`src/sv/assert_macros.svh`:
```
// ----------------------------------------------------------------------------
// assert_macros.svh
// Concurrent assertion helpers for the RTL files; the timer queue core uses them.
// ----------------------------------------------------------------------------
`ifndef ASSERT_MACROS_SVH
`define ASSERT_MACROS_SVH

// Clocked check, off while reset is asserted
`define ASSERT_DIS(lbl, clk, rst_n, prop, msg) \
    lbl: assert property (@(posedge clk) disable iff (!(rst_n)) (prop)) else $error(msg);

// Clocked check, active in and out of reset
`define ASSERT_ALWAYS(lbl, clk, prop, msg) \
    lbl: assert property (@(posedge clk) (prop)) else $error(msg);

`endif

```
`src/sv/dtq_pkg.sv`:
```
// ----------------------------------------------------------------------------
// dtq_pkg
// Constants and codes for the deadline timer queue.
// ----------------------------------------------------------------------------
`default_nettype none

package dtq_pkg;

    // Microsecond arithmetic
    localparam logic [20:0] USEC_PER_SEC = 21'd1000000;
    localparam logic [19:0] USEC_MAX     = 20'd999999;

    // Fired words per run item and the counter that holds that count
    localparam int MAX_RESULTS = 16;
    localparam int FIRE_CNT_W  = $clog2(MAX_RESULTS + 1);

    // Operation codes
    localparam logic OP_ADD = 1'b0;
    localparam logic OP_RUN = 1'b1;

    // Result kinds
    localparam logic [1:0] KIND_ACCEPTED = 2'd0;
    localparam logic [1:0] KIND_REJECTED = 2'd1;
    localparam logic [1:0] KIND_FIRED    = 2'd2;
    localparam logic [1:0] KIND_NONE     = 2'd3;

endpackage

`default_nettype wire

```
`src/sv/dtq_ram.sv`:
```
// ----------------------------------------------------------------------------
// dtq_ram
// Generic single-port-write, single-port-read RAM with registered read data.
// ----------------------------------------------------------------------------
`default_nettype none

module dtq_ram #(
    parameter int WIDTH = 8,
    parameter int DEPTH = 16
) (
    input  wire logic                                    clk,
    input  wire logic                                    we,
    input  wire logic [(DEPTH > 1 ? $clog2(DEPTH) : 1)-1:0] waddr,
    input  wire logic [WIDTH-1:0]                        wdata,
    input  wire logic [(DEPTH > 1 ? $clog2(DEPTH) : 1)-1:0] raddr,
    output logic      [WIDTH-1:0]                        rdata
);

    logic [WIDTH-1:0] mem [DEPTH];
    logic [WIDTH-1:0] rdata_reg;

    // write port
    always_ff @(posedge clk)
    begin
        if (we)
        begin
            mem[waddr] <= wdata;
        end
    end

    // registered read
    always_ff @(posedge clk)
    begin
        rdata_reg <= mem[raddr];
    end

    assign rdata = rdata_reg;

endmodule

`default_nettype wire

```
`src/sv/deadline_timer_queue_core.sv`:
```
// ----------------------------------------------------------------------------
// deadline_timer_queue_core
// Store of pending timers with add and earliest-first expiry.
// ----------------------------------------------------------------------------
// An add word's free-slot search walks the valid bits one per cycle, then
// the entry is written and answered. A run word rescans the timer RAM once
// per fired timer through one shared ordering comparator, one entry per
// cycle behind the registered RAM read, plus a final scan that finds nothing
// due unless the cap of 16 fired words per run is reached. The block takes a
// new word only when idle; a result word waits in the output register. No
// clearing pass after reset: entries are tracked by flip-flop valid bits.
// ----------------------------------------------------------------------------
`default_nettype none

`include "assert_macros.svh"

module deadline_timer_queue_core #(
    parameter int CAPACITY = 16,
    parameter int ID_BITS  = 8
) (
    input  wire logic               clk,
    input  wire logic               rst_n,
    // item channel
    input  wire logic               item_valid,
    output logic                    item_ready,
    input  wire logic               operation,
    input  wire logic [31:0]        now_seconds,
    input  wire logic [19:0]        now_microseconds,
    input  wire logic signed [31:0] add_seconds,
    input  wire logic signed [31:0] add_microseconds,
    input  wire logic [ID_BITS-1:0] timer_id,
    input  wire logic               periodic,
    // result channel
    output logic                    result_valid,
    input  wire logic               result_ready,
    output logic [1:0]              result_kind,
    output logic [ID_BITS-1:0]      fired_id,
    output logic                    last
);

    localparam int IDX_W = (CAPACITY > 1) ? $clog2(CAPACITY) : 1;
    localparam int CNT_W = $clog2(CAPACITY + 1);

    // sequencer states
    localparam logic [2:0] ST_IDLE     = 3'd0;
    localparam logic [2:0] ST_ADD_SCAN = 3'd1;
    localparam logic [2:0] ST_ADD_RESP = 3'd2;
    localparam logic [2:0] ST_SCAN     = 3'd3;
    localparam logic [2:0] ST_CHECK    = 3'd4;
    localparam logic [2:0] ST_FIRE     = 3'd5;
    localparam logic [2:0] ST_DONE     = 3'd6;

    typedef struct packed {
        logic [31:0]        dl_sec;
        logic [19:0]        dl_usec;
        logic [31:0]        per_sec;
        logic [19:0]        per_usec;
        logic [ID_BITS-1:0] id;
        logic               periodic;
        logic [31:0]        order;
    } entry_t;

    // control state
    logic [2:0]                        state_reg, state_next;
    logic [CAPACITY-1:0]               valid_reg, valid_next;
    logic [31:0]                       insert_cnt_reg, insert_cnt_next;
    logic [IDX_W-1:0]                  slot_reg, slot_next;
    logic [CNT_W-1:0]                  scan_cnt_reg, scan_cnt_next;
    logic                              rd_vld_reg, rd_vld_next;
    logic                              best_found_reg, best_found_next;
    logic                              pend_reg, pend_next;
    logic [dtq_pkg::FIRE_CNT_W-1:0]    fire_cnt_reg, fire_cnt_next;
    logic                              result_valid_reg, result_valid_next;

    // payload
    logic [IDX_W-1:0]   rd_idx_reg, rd_idx_next;
    logic [IDX_W-1:0]   best_idx_reg, best_idx_next;
    entry_t             best_reg, best_next;
    logic [ID_BITS-1:0] pend_id_reg, pend_id_next;
    logic [1:0]         resp_kind_reg, resp_kind_next;
    logic [1:0]         result_kind_reg, result_kind_next;
    logic [ID_BITS-1:0] fired_id_reg, fired_id_next;
    logic               last_reg, last_next;
    logic               op_reg;
    logic [31:0]        now_s_reg;
    logic [19:0]        now_us_reg;
    logic [31:0]        add_s_reg;
    logic [19:0]        add_us_reg;
    logic [ID_BITS-1:0] id_reg;
    logic               periodic_reg;

    // RAM port
    logic               ram_we;
    logic [IDX_W-1:0]   ram_waddr;
    entry_t             ram_wdata;
    entry_t             ram_rdata;

    // shared datapath
    logic               item_acc;
    logic               out_free;
    logic [31:0]        arm_per_s;
    logic [19:0]        arm_per_u;
    logic [20:0]        arm_usum;
    logic               arm_carry;
    logic [31:0]        arm_sec;
    logic [19:0]        arm_usec;
    logic [31:0]        cmp_ds;
    logic [31:0]        cmp_dord;
    logic               cmp_before;
    logic               exp_borrow;
    logic [31:0]        exp_ds;
    logic [21:0]        exp_du;
    logic               expired;
    logic               clamp_us;
    logic               clamp_s;

    assign item_acc   = item_valid && item_ready;
    assign out_free   = !result_valid_reg || result_ready;
    assign item_ready = (state_reg == ST_IDLE);

    // interval clamp at capture
    assign clamp_us = add_microseconds[31]
                      || ($unsigned(add_microseconds) >= {11'd0, dtq_pkg::USEC_PER_SEC});
    assign clamp_s  = add_seconds[31];

    // arm unit: deadline = now + period with microsecond carry
    assign arm_per_s = (state_reg == ST_ADD_SCAN) ? add_s_reg  : best_reg.per_sec;
    assign arm_per_u = (state_reg == ST_ADD_SCAN) ? add_us_reg : best_reg.per_usec;
    assign arm_usum  = {1'b0, now_us_reg} + {1'b0, arm_per_u};
    assign arm_carry = (arm_usum >= dtq_pkg::USEC_PER_SEC);
    assign arm_usec  = arm_carry ? 20'(arm_usum - dtq_pkg::USEC_PER_SEC) : arm_usum[19:0];
    assign arm_sec   = now_s_reg + arm_per_s + {31'd0, arm_carry};

    // ordering comparator: RAM word against the best so far
    assign cmp_ds   = ram_rdata.dl_sec - best_reg.dl_sec;
    assign cmp_dord = ram_rdata.order - best_reg.order;
    always_comb
    begin
        if (cmp_ds != 32'd0)
        begin
            cmp_before = cmp_ds[31];
        end
        else if (ram_rdata.dl_usec != best_reg.dl_usec)
        begin
            cmp_before = (ram_rdata.dl_usec < best_reg.dl_usec);
        end
        else
        begin
            cmp_before = cmp_dord[31];
        end
    end

    // expiry test: deadline strictly before now
    assign exp_borrow = (now_us_reg < best_reg.dl_usec);
    assign exp_ds     = now_s_reg - best_reg.dl_sec - {31'd0, exp_borrow};
    assign exp_du     = {2'd0, now_us_reg} - {2'd0, best_reg.dl_usec}
                        + (exp_borrow ? {1'b0, dtq_pkg::USEC_PER_SEC} : 22'd0);
    assign expired    = (exp_ds != 32'd0) ? !exp_ds[31]
                                          : (!exp_du[21] && (exp_du != 22'd0));

    // timer RAM
    dtq_ram #(
        .WIDTH ($bits(entry_t)),
        .DEPTH (CAPACITY)
    ) u_ram (
        .clk   (clk),
        .we    (ram_we),
        .waddr (ram_waddr),
        .wdata (ram_wdata),
        .raddr (scan_cnt_reg[IDX_W-1:0]),
        .rdata (ram_rdata)
    );

    // sequencer
    always_comb
    begin
        state_next        = state_reg;
        valid_next        = valid_reg;
        insert_cnt_next   = insert_cnt_reg;
        slot_next         = slot_reg;
        scan_cnt_next     = scan_cnt_reg;
        rd_vld_next       = 1'b0;
        rd_idx_next       = scan_cnt_reg[IDX_W-1:0];
        best_found_next   = best_found_reg;
        best_idx_next     = best_idx_reg;
        best_next         = best_reg;
        pend_next         = pend_reg;
        pend_id_next      = pend_id_reg;
        fire_cnt_next     = fire_cnt_reg;
        resp_kind_next    = resp_kind_reg;
        result_valid_next = result_valid_reg && !result_ready;
        result_kind_next  = result_kind_reg;
        fired_id_next     = fired_id_reg;
        last_next         = last_reg;
        ram_we            = 1'b0;
        ram_waddr         = slot_reg;
        ram_wdata         = '{dl_sec: arm_sec, dl_usec: arm_usec, per_sec: add_s_reg,
                              per_usec: add_us_reg, id: id_reg, periodic: periodic_reg,
                              order: insert_cnt_reg};

        unique case (state_reg)
            ST_IDLE:
            begin
                if (item_acc)
                begin
                    slot_next       = '0;
                    scan_cnt_next   = '0;
                    best_found_next = 1'b0;
                    pend_next       = 1'b0;
                    fire_cnt_next   = '0;
                    state_next      = (operation == dtq_pkg::OP_RUN) ? ST_SCAN : ST_ADD_SCAN;
                end
            end

            // walk valid bits for the first free slot
            ST_ADD_SCAN:
            begin
                if (!valid_reg[slot_reg])
                begin
                    ram_we                = 1'b1;
                    valid_next[slot_reg]  = 1'b1;
                    insert_cnt_next       = insert_cnt_reg + 32'd1;
                    resp_kind_next        = dtq_pkg::KIND_ACCEPTED;
                    state_next            = ST_ADD_RESP;
                end
                else if (slot_reg == IDX_W'(CAPACITY - 1))
                begin
                    resp_kind_next = dtq_pkg::KIND_REJECTED;
                    state_next     = ST_ADD_RESP;
                end
                else
                begin
                    slot_next = slot_reg + 1'b1;
                end
            end

            ST_ADD_RESP:
            begin
                if (out_free)
                begin
                    result_valid_next = 1'b1;
                    result_kind_next  = resp_kind_reg;
                    fired_id_next     = '0;
                    last_next         = 1'b1;
                    state_next        = ST_IDLE;
                end
            end

            // one RAM word per cycle through the comparator
            ST_SCAN:
            begin
                if (scan_cnt_reg != CNT_W'(CAPACITY))
                begin
                    rd_vld_next   = 1'b1;
                    scan_cnt_next = scan_cnt_reg + 1'b1;
                end
                else
                begin
                    state_next = ST_CHECK;
                end
                if (rd_vld_reg && valid_reg[rd_idx_reg] && (!best_found_reg || cmp_before))
                begin
                    best_found_next = 1'b1;
                    best_idx_next   = rd_idx_reg;
                    best_next       = ram_rdata;
                end
            end

            ST_CHECK:
            begin
                state_next = (best_found_reg && expired) ? ST_FIRE : ST_DONE;
            end

            // hold the fired id one round so the final one can carry last
            ST_FIRE:
            begin
                if (!pend_reg || out_free)
                begin
                    if (pend_reg)
                    begin
                        result_valid_next = 1'b1;
                        result_kind_next  = dtq_pkg::KIND_FIRED;
                        fired_id_next     = pend_id_reg;
                        last_next         = 1'b0;
                    end
                    pend_next     = 1'b1;
                    pend_id_next  = best_reg.id;
                    fire_cnt_next = fire_cnt_reg + 1'b1;
                    if (best_reg.periodic)
                    begin
                        ram_we          = 1'b1;
                        ram_waddr       = best_idx_reg;
                        ram_wdata       = best_reg;
                        ram_wdata.dl_sec  = arm_sec;
                        ram_wdata.dl_usec = arm_usec;
                        ram_wdata.order   = insert_cnt_reg;
                        insert_cnt_next = insert_cnt_reg + 32'd1;
                    end
                    else
                    begin
                        valid_next[best_idx_reg] = 1'b0;
                    end
                    scan_cnt_next   = '0;
                    best_found_next = 1'b0;
                    state_next      = (fire_cnt_reg == dtq_pkg::FIRE_CNT_W'(
                                       dtq_pkg::MAX_RESULTS - 1)) ? ST_DONE : ST_SCAN;
                end
            end

            ST_DONE:
            begin
                if (out_free)
                begin
                    result_valid_next = 1'b1;
                    result_kind_next  = pend_reg ? dtq_pkg::KIND_FIRED : dtq_pkg::KIND_NONE;
                    fired_id_next     = pend_reg ? pend_id_reg : '0;
                    last_next         = 1'b1;
                    state_next        = ST_IDLE;
                end
            end

            default:
            begin
                state_next = ST_IDLE;
            end
        endcase
    end

    // control registers
    always_ff @(posedge clk or negedge rst_n)
    begin
        if (!rst_n)
        begin
            state_reg        <= ST_IDLE;
            valid_reg        <= '0;
            insert_cnt_reg   <= '0;
            slot_reg         <= '0;
            scan_cnt_reg     <= '0;
            rd_vld_reg       <= 1'b0;
            best_found_reg   <= 1'b0;
            pend_reg         <= 1'b0;
            fire_cnt_reg     <= '0;
            result_valid_reg <= 1'b0;
        end
        else
        begin
            state_reg        <= state_next;
            valid_reg        <= valid_next;
            insert_cnt_reg   <= insert_cnt_next;
            slot_reg         <= slot_next;
            scan_cnt_reg     <= scan_cnt_next;
            rd_vld_reg       <= rd_vld_next;
            best_found_reg   <= best_found_next;
            pend_reg         <= pend_next;
            fire_cnt_reg     <= fire_cnt_next;
            result_valid_reg <= result_valid_next;
        end
    end

    // payload registers
    always_ff @(posedge clk)
    begin
        rd_idx_reg      <= rd_idx_next;
        best_idx_reg    <= best_idx_next;
        best_reg        <= best_next;
        pend_id_reg     <= pend_id_next;
        resp_kind_reg   <= resp_kind_next;
        result_kind_reg <= result_kind_next;
        fired_id_reg    <= fired_id_next;
        last_reg        <= last_next;
        if (item_acc)
        begin
            op_reg       <= operation;
            now_s_reg    <= now_seconds;
            now_us_reg   <= now_microseconds;
            add_s_reg    <= clamp_s ? 32'd1 : add_seconds;
            add_us_reg   <= clamp_us ? dtq_pkg::USEC_MAX : add_microseconds[19:0];
            id_reg       <= timer_id;
            periodic_reg <= periodic;
        end
    end

    assign result_valid = result_valid_reg;
    assign result_kind  = result_kind_reg;
    assign fired_id     = fired_id_reg;
    assign last         = last_reg;

    // checks
    `ASSERT_DIS(a_fire_cap, clk, rst_n,
        fire_cnt_reg <= dtq_pkg::FIRE_CNT_W'(dtq_pkg::MAX_RESULTS), "fired count overflow")
    `ASSERT_DIS(a_fire_has_best, clk, rst_n,
        (state_reg == ST_FIRE) |-> best_found_reg, "fire without a selected timer")
    `ASSERT_DIS(a_rd_in_scan, clk, rst_n,
        rd_vld_reg |-> (state_reg == ST_SCAN), "RAM read data outside a scan")
    `ASSERT_DIS(a_non_fired_last, clk, rst_n,
        (result_valid_reg && (result_kind_reg != dtq_pkg::KIND_FIRED)) |-> last_reg,
        "non-fired word without last")
    `ASSERT_DIS(a_add_op, clk, rst_n,
        (state_reg == ST_ADD_SCAN) |-> (op_reg == dtq_pkg::OP_ADD), "add search on a run word")

endmodule

`default_nettype wire

```
`config.mk`:
```
export PLATFORM = sky130hd
export DESIGN_NAME = deadline_timer_queue_core
export DESIGN_NICKNAME = d
export VERILOG_FILES = /design/src/sv/dtq_pkg.sv /design/src/sv/dtq_ram.sv /design/src/sv/deadline_timer_queue_core.sv
export VERILOG_INCLUDE_DIRS = /design/src /design/src/sv
export SDC_FILE = /design/constraint.sdc
export NUM_CORES = 2
export LEC_CHECK = 0
export BUFFER_PORTS_ARGS = -buffer_cell sky130_fd_sc_hd__buf_2
export CAP_MARGIN = 15
export CORE_MARGIN = 2
export CORE_UTILIZATION = 35
export CTS_CLUSTER_DIAMETER = 40
export DETAILED_ROUTE_END_ITERATION = 8
export GPL_ROUTABILITY_DRIVEN = 0
export GPL_TIMING_DRIVEN = 0
export PLACE_DENSITY = 0.57
export SLEW_MARGIN = 20
export SYNTH_ARGS = -nofsm -noshare
export SYNTH_HDL_FRONTEND = slang
export SYNTH_SLANG_ARGS = --single-unit
```
`constraint.sdc`:
```
create_clock -name clk -period 24 [get_ports clk]
set_clock_uncertainty 0.05 [all_clocks]
set_input_delay 2.4 -clock clk [delete_from_list [all_inputs] [get_ports clk]]
set_output_delay 2.4 -clock clk [all_outputs]
set_load 0.02 [all_outputs]
```
# Yosys cells after proc, flatten, opt, wreduce, memory -nomap -nowiden
# Memories as Yosys holds them, arrays and structs flattened. A register that Yosys moved wholly into a read port is not among the register bits.
# Index checks and enable logic that the tools add are counted.
[word_totals] reg_bits=355 mem_bits_rw=2320 output_inout_bits=13 mem_count=1
[memory_table] memory="u_ram.mem" words=16 word_bits=145 rd=1 rd_clocked_by_memory_dff=1 write_ports=1 line="dtq_ram.sv:19" text="logic [WIDTH-1:0] mem [DEPTH];"
[classes] add_sub_neg=14 mux=84 eq_ne=26 order_cmp=9 n_reduce_logical=41 n_bitwise=3
[ops] cell="$mux 93" n=3
[ops] cell="$mux 32" n=4
[ops] cell="$sub 32x32->32" n=3
[ops] cell="$pmux 32 s2" n=1
[ops] cell="$reduce_bool 32->1" n=2
[ops] cell="$mux 20" n=3
[ops] cell="$mux 16" n=3
[ops] cell="$lt 20x20->1" n=2
[ops] cell="$mux 8" n=5
[ops] cell="$add 32x1->32" n=1
[ops] cell="$add 32x1->32 const B" n=1
[ops] cell="$add 32x32->32" n=1
[ops] cell="$ge 32x20->1 const B" n=1
[ops] cell="$pmux 16 s2" n=1
[ops] cell="$sub 32x1->32" n=1
[ops] cell="$mux 1" n=26
[ops] cell="$mux 4" n=6
[ops] cell="$pmux 8 s3" n=1
[ops] cell="$reduce_and 4->1" n=6
[ops] cell="$add 21x21->22" n=1
[ops] cell="$ne 2x2->1 const B" n=11
[ops] cell="$reduce_bool 22->1" n=1
[ops] cell="$add 20x20->21" n=1
[ops] cell="$ge 21x20->1 const B" n=1
[ops] cell="40 further kinds" n=91

# Longest topological paths before layout
[logic_depth] depth_word=9 mapped_depth=36

# By module
# From an unflattened synthesis, not the netlist that was laid out.
[unflattened] cells_unflattened=6205 area_unflattened_um2=114040.6
[modules_own_cells] mod="dtq_ram" area_each_um2=89950.0 n_inst=1 seq_area_each_um2=72569.6 cells_per_inst=3786
[modules_own_cells] mod="deadline_timer_queue_core" area_each_um2=24090.6 n_inst=1 seq_area_each_um2=10244.8 cells_per_inst=2419

# Least setup slack after synthesis
# OpenSTA, ideal clock, no wires.
[synth_timing] path_kind="register to register" startpoint="register best_reg[114] in the netlist's numbering" endpoint="register best_idx_reg[0] (enable)" required_time_ps=23087 period_less_slack_ps=14508 stages_incl_launch_ff=15 t_arrival_ps=13595 n_path_buf=0 slack_ps=9492 setup_time_ps=863 cell_sequence="edfxtp_1 inv_1 ha_1 nor2b_1 o21a_1 o211ai_1 a31oi_1 o41ai_1 nand2_1 a41oi_4 nor3b_1 a2111oi_0 nand4_1 or4_1 o21ai_0"
[synth_between] elab_chain_cells=6
[synth_lines] item="start: declaration" line="deadline_timer_queue_core.sv:78" text="entry_t best_reg, best_next;"
[synth_lines] item="start signal: assignment" line="deadline_timer_queue_core.sv:365" text="best_reg <= best_next;"
[synth_lines] item="$sub 32x32->32 (*)" line="deadline_timer_queue_core.sv:135" text="assign cmp_ds = ram_rdata.dl_sec - best_reg.dl_sec;"
[synth_lines] item="$reduce_bool 32->1" line="deadline_timer_queue_core.sv:139" text="if (cmp_ds != 32'd0)"
[synth_lines] item="$mux 1 (*)" line="deadline_timer_queue_core.sv:139"
[synth_lines] item="$logic_or 1x1->1 (*)" line="deadline_timer_queue_core.sv:261" text="if (rd_vld_reg && valid_reg[rd_idx_reg] && (!best_found_reg || cmp_before))"
[synth_lines] item="$logic_and 1x1->1 (*)" line="deadline_timer_queue_core.sv:261"
[synth_lines] item="$reduce_and 2->1 (no line) (*)"
[synth_lines] item="end signal: assignment" line="deadline_timer_queue_core.sv:364" text="best_idx_reg <= best_idx_next;"
[synth_lines] item="end: declaration" line="deadline_timer_queue_core.sv:77" text="logic [IDX_W-1:0] best_idx_reg, best_idx_next;"
# Every way passes the cells marked *; elsewhere a longest branch is shown, timed or not.
# A chain may end at the register's enable or synchronous reset.

# Worst setup path in the final report
[layout_timing] startpoint="register state_reg[2]" endpoint="memory u_ram.mem[4][141] in the netlist's numbering (data pin)"
[layout_between] elab_chain_cells=5 elab_cells_between_ends=7
[layout_lines] item="start: declaration" line="deadline_timer_queue_core.sv:64" text="logic [2:0] state_reg, state_next;"
[layout_lines] item="start signal: assignment" line="deadline_timer_queue_core.sv:347" text="state_reg <= state_next;"
[layout_lines] item="$eq 3x1->1 (*)" line="deadline_timer_queue_core.sv:127, deadline_timer_queue_core.sv:128"
[layout_lines] item="$mux 20" line="deadline_timer_queue_core.sv:128" text="assign arm_per_u = (state_reg == ST_ADD_SCAN) ? add_us_reg : best_reg.per_usec;"
[layout_lines] item="$add 20x20->21" line="deadline_timer_queue_core.sv:129" text="assign arm_usum = {1'b0, now_us_reg} + {1'b0, arm_per_u};"
[layout_lines] item="$ge 21x20->1" line="deadline_timer_queue_core.sv:130" text="assign arm_carry = (arm_usum >= dtq_pkg::USEC_PER_SEC);"
[layout_lines] item="$add 32x1->32 (*)" line="deadline_timer_queue_core.sv:132" text="assign arm_sec = now_s_reg + arm_per_s + {31'd0, arm_carry};"
[layout_lines] item="via arm_sec[28]" line="deadline_timer_queue_core.sv:105" text="logic [31:0] arm_sec;"
[layout_lines] item="end: declaration" line="dtq_ram.sv:19"
# The timed path passes the listed nets; every way through them passes the cells marked *.

==> metrics.cfg <==
[status]
status=finished clean

[synthesis]
synth_area_leaders=edfxtp_1 69%, mux4_2 15%, dfxtp_1 2.6%
ys_types=101
yosysMostFrequentCell=edfxtp_1
synth_top_area_frac=0.687
synth_largest_area_cell=edfxtp_1
synth-seq-cells=2819
synth_area_um2=114000
syn_nets=6293
avgSynthCellArea_um2=19.2
synth_cells=5927
synth_edf_count=2601
yosys_warnings=0
synthTopCellsByCount=2601 x edfxtp_1, 735 x mux4_2, 457 x nand2_1
synthFlopType=edfxtp_1
synthArstFlopShare=0.0245
synth_seq_area_share=0.728

[detailed_routing]
wirelength_mm=320
drtAntennaViolNets=0
wl_per_cell_um=28.2
vias=61200
drc=0
drtIter0Drc=6991
first_pass_iters=8
via_per_inst=5.39

[pwr]
p_sw_w=0.00536
power_frac_clock=0.343
leakagePower_nw=46.7
p_comb_frac=0.270
pwr_density_cell_nw_per_um2=123
intPower_w=0.0117
p_seq_frac=0.388
ir_worst_vdd_v=0.0000819
switching_share=0.313
p_total_w=0.0171

[worst_hold_path]
min_path_type=register to register
hold_depth=0
hold-path-endpoint=rd_idx_reg[2]$_DFF_P_
timing.hold.worst.start=scan_cnt_reg[2]$_DFFE_PN0P_

[global_route]
antenna_found_initial=18
grt_pass1_vias=62200
grt-ovfl-total=0
grt_use_total=0.191
grt_pass1_wl_mm=453
grt_max_degree=51

[setup_path]
r2r_setup_slack_ps=12680
r2r_start=state_reg[2]$_DFFE_PN0P_
reg2reg_depth=36
startpoint_type=register
crit_type=register to register
critPathTopFamily=compound AO/OA/AOI/OAI gates
crit_buf_inv=5
critPathMaxStageDelay_ps=710
cp-end-kind=register
critPathSlowestCell=clkbuf_1
cp_max_fo=16
crit_arrival_ps=11870
rr_endpoint=u_ram.mem[4][141]$_DFFE_PP_
crit_start=state_reg[2]$_DFFE_PN0P_
required_ps=24540

[floorplanning]
io_pins=143
die_area_um2=330000
die_h_um=574
std_cell_rows=209
fp.dieW_um=574
coreArea_um2=324000
start_util=0.351

[final_layout]
largest_reg_flops=2320
drive_gt1_frac=0.279
fin_nets=7051
final_cells=11300
multi_input_area_um2=29500
final_area_um2=139000
final-seq-area_um2=82800
fillCellCount=28000
syn_to_final_growth_pct=22.3

[sta]
worst_pin_slew_ps=1190
min_period_over_period=0.472
relSlewSlack=0.204
tns_ps=0
rsz0062_at_grt=no
max_freq_ghz=0.0883
hold_viol=0
slew_violations=0
period_needed_ps=11320
finalSetupViolations=0

[place]
port_buffers=142
dpl-instance-area_um2=125000
dp.final_hpwl_mm=217
dp_cells=10600

[clock_network]
postCtsSetupBuffers=0
clockBufferDepth=4
numCtsBuffers=384
clkLatencyLatePin_ps=940
postCtsHoldBufs=0
cts_root_buf=clkbuf_16
cts_max_level=5
cts_sinks=2819
cts_tree=done
cts_resized=0
path_clk_slew_ps=60

[run]
maxCapViolCount=0

## layout by cell type (no fill, tap or decap), types with 21 or more instances in the layout
master	count
nor2_1	122
a31oi_1	21
ha_1	230
a21oi_1	152
clkinv_1	27
mux4_2	735
buf_16	128
and3_1	25
nor2b_1	60
dfxtp_1	149
dfrtp_1	69
buf_2	191
a21o_1	52
clkbuf_16	390
clkinv_4	34
o21ai_0	92
nand4_1	41
inv_1	245
nand3_1	53
clkinv_2	52
bufinv_16	50
and2_1	25
a211oi_1	25
clkinvlp_4	53
clkbuf_2	39
nor4_1	22
xor2_1	42
nand2b_1	34
clkbuf_1	168
inv_6	34
nand2_1	457
xnor2_1	52
edfxtp_1	2601
buf_12	74
o21a_1	27
nor3_1	45
## layer usage
| layer | vias up | share of wire | routed length, um | global-route usage |
|---|---|---|---|---|
| met4 | 8 | 0.033 | 10500 | 0.0614 |
| met1 | 32600 | 0.41 | 132000 | 0.257 |
| met2 | 2455 | 0.49 | 156000 | 0.317 |
| met5 | - | 0.00017 | 55 | 0 |
| li1 | 25600 | - | - | - |
| met3 | 510 | 0.068 | 21800 | 0.0283 |
## power groups by stage
| stage | Sequential (W) | Clock [W] | Combinational [W] |
|---|---|---|---|
| final | 0.00663 | 0.00586 | 0.00461 |
| after global routing | 0.00665 | 0.00614 | 0.00497 |
| after CTS | 0.00664 | 0.00595 | 0.00459 |
| after detailed placement | 0.00674 | 0 | 0.00457 |
| after global placement | 0.00681 | 0 | 0.00433 |
| after floorplan | 0.00664 | 0 | 0.00291 |
## how the worst max path moves through the flow
stage / endpoint / slack (ps) / cells past startpoint
after floorplan: best_idx_reg[0]$_DFFE_PP_ / 9490 / 14
final: u_ram.mem[4][141]$_DFFE_PP_ / 12680 / 36
after global placement: best_reg[110]$_DFFE_PP_ / -4290 / 14
after CTS: u_ram.mem[0][143]$_DFFE_PP_ / 12570 / 36
after global routing: u_ram.mem[4][141]$_DFFE_PP_ / 12130 / 36
after detailed placement: u_ram.mem[0][143]$_DFFE_PP_ / 12650 / 36
## logic make-up after synthesis
| family | Yosys count | share of synthesized area |
|---|---|---|
| AND/OR/NAND/NOR | 999 | 0.0419 |
| flip-flops | 2819 | 0.728 |
| XOR/XNOR | 119 | 0.00916 |
| multiplexers | 750 | 0.147 |
| adder cells (fa/ha/maj) | 236 | 0.0264 |
| AO/OA/AOI/OAI | 538 | 0.0320 |
| buffers and inverters | 466 | 0.0154 |
## stage by stage
| step | hold WS [ps] | setup WS, ps | util |
|---|---|---|---|
| after detailed placement | 313 | 12650 | 0.387 |
| after global routing | 340 | 12130 | 0.430 |
| after CTS | 331 | 12570 | 0.429 |
| after floorplan | 295 | 9490 | - |
| after global placement | 307 | -4290 | 0.370 |
| final | 334 | 12680 | 0.430 |
## cell type report
type,instances,area share
Inverter,245,0.00661
Antenna cell,8,0.000144
Sequential cell,2819,0.595
Clock inverter,276,0.0245
Multi-Input combinational cell,2642,0.212
Buffer,221,0.00678
Tap cell,4325,0.0389
Timing Repair Buffer,372,0.0430
Clock buffer,441,0.0723
No activity file was read; power rests on OpenSTA's default activity.
